--- src/rtl/rpi_pkg.sv ---
// Shared constants, types and helpers for the ray/parallelogram intersection block.
`timescale 1ns / 1ps
package rpi_pkg;

  // Number formats
  localparam int FRAC = 16;
  localparam int DATA_W = 32;
  localparam int COMP_W = 21;
  localparam int CFG_W = 3 * COMP_W;
  localparam int EPS_W = 16;
  localparam int IDX_W = 3;
  localparam int PROD_W = COMP_W + DATA_W;
  localparam int DOT_W = PROD_W + 2;
  localparam int D_W = DOT_W - FRAC;
  localparam int N_W = DOT_W + 1;
  localparam int Q_W = DATA_W;
  localparam int DIV_STAGES = Q_W;
  localparam int FIFO_DEPTH = 4;
  localparam int FIFO_AW = $clog2(FIFO_DEPTH);

  // Configuration register indexes
  localparam logic [IDX_W-1:0] REG_PLANE_NORMAL = 3'd0;
  localparam logic [IDX_W-1:0] REG_FIRST_AXIS = 3'd1;
  localparam logic [IDX_W-1:0] REG_SECOND_AXIS = 3'd2;
  localparam logic [IDX_W-1:0] REG_PLANE_OFFSET = 3'd3;
  localparam logic [IDX_W-1:0] REG_FIRST_OFFSET = 3'd4;
  localparam logic [IDX_W-1:0] REG_SECOND_OFFSET = 3'd5;
  localparam logic [IDX_W-1:0] REG_PARALLEL_EPS = 3'd6;

  typedef logic signed [DATA_W-1:0] word_t;

  typedef struct packed {
    logic [CFG_W-1:0] normal;
    logic [CFG_W-1:0] axis1;
    logic [CFG_W-1:0] axis2;
    word_t poff;
    word_t off1;
    word_t off2;
    logic [EPS_W-1:0] eps;
  } cfg_t;

  typedef struct packed {
    word_t [2:0] org;
    word_t [2:0] dir;
    word_t near_l;
    word_t far_l;
  } ray_t;

  // Entry of the queue between front and back
  typedef struct packed {
    ray_t ray;
    logic par;
    logic signed [D_W-1:0] d;
    logic signed [N_W-1:0] n;
  } fq_t;

  // Side data that travels with each divide
  typedef struct packed {
    ray_t ray;
    logic par;
    logic neg;
  } dside_t;

  // One signed component of a packed three-component register.
  function automatic logic signed [COMP_W-1:0] comp(input logic [CFG_W-1:0] v,
                                                    input int k);
    comp = v[k*COMP_W +: COMP_W];
  endfunction

endpackage

--- src/rtl/rpi_fifo.sv ---
// Short queue that decouples the front end from the divide and projection back end.
`timescale 1ns / 1ps
module rpi_fifo import rpi_pkg::*; (
  input  logic clk,
  input  logic rst_n,
  input  logic push,
  input  fq_t  wdata,
  output logic full,
  input  logic pop,
  output fq_t  rdata,
  output logic empty
);

  fq_t mem_r [FIFO_DEPTH];
  logic [FIFO_AW-1:0] wr_ptr_r, rd_ptr_r;
  logic [FIFO_AW:0] cnt_r;

  assign full = (cnt_r == (FIFO_AW+1)'(FIFO_DEPTH));
  assign empty = (cnt_r == '0);
  assign rdata = mem_r[rd_ptr_r];

  // Pointer and fill count update.
  always_ff @(posedge clk) begin
    if (!rst_n) begin
      wr_ptr_r <= '0;
      rd_ptr_r <= '0;
      cnt_r <= '0;
    end else begin
      if (push) wr_ptr_r <= wr_ptr_r + 1'b1;
      if (pop) rd_ptr_r <= rd_ptr_r + 1'b1;
      if (push && !pop) cnt_r <= cnt_r + 1'b1;
      else if (pop && !push) cnt_r <= cnt_r - 1'b1;
    end
  end

  always_ff @(posedge clk) begin
    if (push) mem_r[wr_ptr_r] <= wdata;
  end

endmodule

--- config.mk ---
export PLATFORM = sky130hd
export DESIGN_NAME = rpi_fifo
export DESIGN_NICKNAME = d
export VERILOG_FILES = /design/src/rtl/rpi_pkg.sv /design/src/rtl/rpi_fifo.sv
export SDC_FILE = /design/constraint.sdc
export NUM_CORES = 1
export LEC_CHECK = 0
export ABC_AREA = 1
export BUFFER_PORTS_ARGS = -buffer_cell sky130_fd_sc_hd__buf_4
export CAP_MARGIN = 10
export CORE_UTILIZATION = 50
export CTS_CLUSTER_DIAMETER = 80
export CTS_CLUSTER_SIZE = 40
export DETAILED_ROUTE_END_ITERATION = 8
export GPL_TIMING_DRIVEN = 0
export PLACE_DENSITY = 0.69
export SETUP_SLACK_MARGIN = 0.5
export SYNTH_ARGS = -nofsm -noshare
export SYNTH_HDL_FRONTEND = slang
export SYNTH_SLANG_ARGS = --single-unit
--- constraint.sdc ---
create_clock -name clk -period 13.5 [get_ports clk]
set_input_delay 2.025 -clock clk [delete_from_list [all_inputs] [get_ports clk]]
set_output_delay 2.025 -clock clk [all_outputs]
set_load 0.02 [all_outputs]
# After elaboration in Yosys (flattened, before gate mapping)
# Memory sizes are Yosys's and may differ from the RTL's. A register that Yosys moved wholly into a read port is not among the register bits.
# Index checks and enable logic that the tools add are counted.
op_classes:
  muxes: 6
  add_sub_neg: 4
  n_reduce_logical: 6
  eq_ne: 1
op_table:
  columns: ["operator", "count"]
  rows:
  - ["$mux 3", 2]
  - ["$add 2x1->2 const B", 2]
  - ["$mux 2", 2]
  - ["$add 3x1->3 const B", 1]
  - ["$eq 3x3->1 const B", 1]
  - ["$logic_not 3->1", 1]
  - ["$sub 3x1->3 const B", 1]
  - ["$logic_and 1x1->1", 2]
  - ["$logic_not 1->1", 2]
  - ["$mux 1", 2]
  - ["$reduce_bool 2->1", 1]
totals:
  out_inout_bits: 354
  n_memories: 1
  regBits: 7
  word_cells: 21
  ramBits: 1408
  input_bits: 356
mem_list:
  columns: ["memory", "words", "word_bits", "read_ports", "rd_clocked_by_memory_dff", "write_ports", "line_no", "text"]
  rows:
  - ["mem_r", 4, 352, 1, 1, 1, "rpi_fifo.sv:14", "fq_t mem_r [FIFO_DEPTH];"]

# Longest topological paths before layout
logic_depth:
  word_depth: 4
  ltp_mapped: 10
  depth_no_buf: 10

# Worst setup path before layout
# OpenSTA, ideal clock, no wires.
synth_timing:
  path_type: "in2reg"
  startpoint: "in push"
  endpoint: "mem mem_r[0][0] (netlist bit), enable pin"
  stages: 2
  slack_ns: 4.001
  t_arrival_ns: 8.798
  setup_time_ns: 0.701
  path_buffers: 0
  required_ns: 12.799
  cell_sequence: "nand2_1 inv_1"
synth_via:
  elab_chain_len: 2
synth_rtl:
  columns: ["element", "line_no", "text"]
  rows:
  - ["start: declaration", "rpi_fifo.sv:6", "input logic push,"]
  - ["$mux 1", "rpi_fifo.sv:37", "if (push) mem_r[wr_ptr_r] <= wdata;"]
  - ["$mux 1 (implied by the code)", "rpi_fifo.sv:37", null]
  - ["end: declaration", "rpi_fifo.sv:14", null]
# Every way passes these cells.

==> results.cfg <==
[global_routing]
grt_usage = 0.255
grt_overflow = 0
grt_first_pass_wirelength_mm = 200
grt_pass1_vias = 30753
antenna_found_initial = 42
grt_max_degree = 113

[sta]
min_period_ps = 5520
rsz0062_at_grt = no
hold_viol_final = 0
setup_viol = 0
fin_skew_ps = 36.1
final_max_slew_viol_count = 0
fmax_mhz = 181
period_share = 0.409
fin_setup_tns_ps = 0
worst_pin_slew_ps = 1010
slew_headroom = 0.329

[synthesis]
syn-cell-area_um2 = 52200
avgSynthCellArea_um2 = 15.1
synth_cells = 3461
synth_warnings = 0
synth_top_family_by_area = compound AO/OA/AOI/OAI gates
ys_ff_latch = 1417
yosysUniqueCellTypes = 19
synth-compound-area-share = 0.111
synth-xor-area-share = 0
yosys.area_share.simple = 0.0521
yosysSeqAreaShare = 0.814
syn_nets = 3823
synth_fa_ha_area_frac = 0.00158
synthMuxAreaShare = 0

[drt]
ant_nets = 0
dr_total_vias = 32404
drcViolationCount = 0
drt_pass1_iterations = 6
routed_wirelength_mm = 140
wl_per_cell_um = 24.6
first_iter_violations = 3000
viasPerCell = 5.70

[floorplan]
fp-row-count = 118
io_pins = 710
die_width_um = 325
die-area_um2 = 106000
core-area_um2 = 103000
dieHeight_um = 325
start_util = 0.504

[cts]
cts-buffers-inserted = 51
cts_buffer_depth = 3
cts.sinks = 1417
post_cts.repair.setup_buffers = 0
cts_resized = 0
cts-root-buf = clkbuf_16
hold_buffers = 0
clk_pin_slew_worst_paths_ps = 110
cts_tree = yes
insertion_delay_ps = 690
htreeDepth = 2

[setup_path]
r2r_cells = 6
critPathKind = reg -> out
timing.critical_path.required_ps = 11480
critical_path.max_fanout = 10
start_kind = register
cp.arrival_ps = 3490
cp-end-kind = primary output

[finish]
syn2layout_area_growth_pct = 17.9
drive_above_1_share = 0.212
final_cells = 5682
final_cell_mix = 1408 x edfxtp_1, 732 x buf_4, 709 x nor2_1, 500 x o21ai_0, 352 x o22ai_1
final_common_cell = edfxtp_1
nNetsFinal = 4598
final_util = 0.595
nFillCells = 7957

[placed_design]
gp_congestion = 0.819
io_buffers = 709
placed_cells = 5562
hpwlAfterDp_mm = 90.4

[pwr]
design_power_total_mw = 8.49
ir_drop_mv = 0.159
p_leak_nw = 20.9
pwr_density_cell_nw_per_um2 = 138

[hold_path]
holdPathStages = 1
hold_class = reg -> reg

[job]
drv_cap = 0

[outcome]
status = finished clean
==> synth_stat cells <==
cell type  number  area (um2)
inv_1          15        56.3
inv_2           2        7.51
nand2_1         9        33.8
o21ai_1       210        1050
dfxtp_1         9         180
nor3_1          2        10.0
nand4_1         1        6.26
o21ai_0       500        2500
edfxtp_1     1408       42300
fa_1            1        20.0
ha_1            5        62.6
nand3_1         1        5.00
buf_2          64         320
buf_6           4        45.0
buf_4          23         173
a21oi_1         4        20.0
clkbuf_1      142         533
o22ai_1       352        2200
nor2_1        709        2660
==> cell families after synthesis <==
group                    Yosys count
flip-flops                      1417
buffers and inverters            250
AND/OR/NAND/NOR                  722
adder cells (fa/ha/maj)            6
AO/OA/AOI/OAI                   1066
==> stage by stage <==
step,hold WS (ps),instance area [um2],setup slack [ps]
floorplan,412,52200,4000
global placement,424,59200,-1560
detailed placement,433,59600,8640
CTS,449,61400,7860
global route,476,61500,7940
finish,453,61500,7980
==> path summary, 6_finish.rpt <==
path | slack [ps] | to | start
worst max-delay path | 7980 | rdata[180] | register
worst min-delay path | 450 | register | rd_ptr_r[1]$_SDFFE_PN0P_
worst max register to register | 10720 | mem_r[0][245]$_DFFE_PP_ | wr_ptr_r[0]$_SDFFE_PN0P_
worst min register to register | 450 | register | rd_ptr_r[1]$_SDFFE_PN0P_
==> worst max-delay path, stage by stage, from the launching register on <==
cell,delay (ps)
dfxtp_1,370
inv_2,340
clkbuf_1,790
clkbuf_1,460
o21ai_1,150
o22ai_1,410
buf_4,240
==> final cells by class <==
class                   instances  area (um2)  share of cell area
repair buffers                722        5680              0.0923
well taps                    1380        1730              0.0281
flip-flops and latches       1417       42500               0.690
plain buffers                 233        1070              0.0174
clock buffers                  55        1330              0.0217
diodes                         28        70.1             0.00114
clock inverters                36         523             0.00850
inverters                      17        93.8             0.00153
multi-input cells            1794        8570               0.139
==> flip-flops by register name, summed over array words and instances (netlist names), named ones only <==
name      cells
rd_ptr_r      2
wr_ptr_r      2
mem_r      1408
cnt_r         3
==> power breakdown <==
group          internal (mW)  switching [mW]
Combinational          0.401           0.798
Sequential              5.03          0.0364
Clock                  0.833            1.39
Total                   6.26            2.22
==> per-layer routing <==
layer  wire length [um]  GRT usage  up-vias
met5                157          0        -
met4               5130     0.0992       26
met1              52100      0.320    16176
met2              69800      0.423     1281
met3              12400     0.0698      235
li1                   -          -    14686
Power figures use the tool's default switching activity.
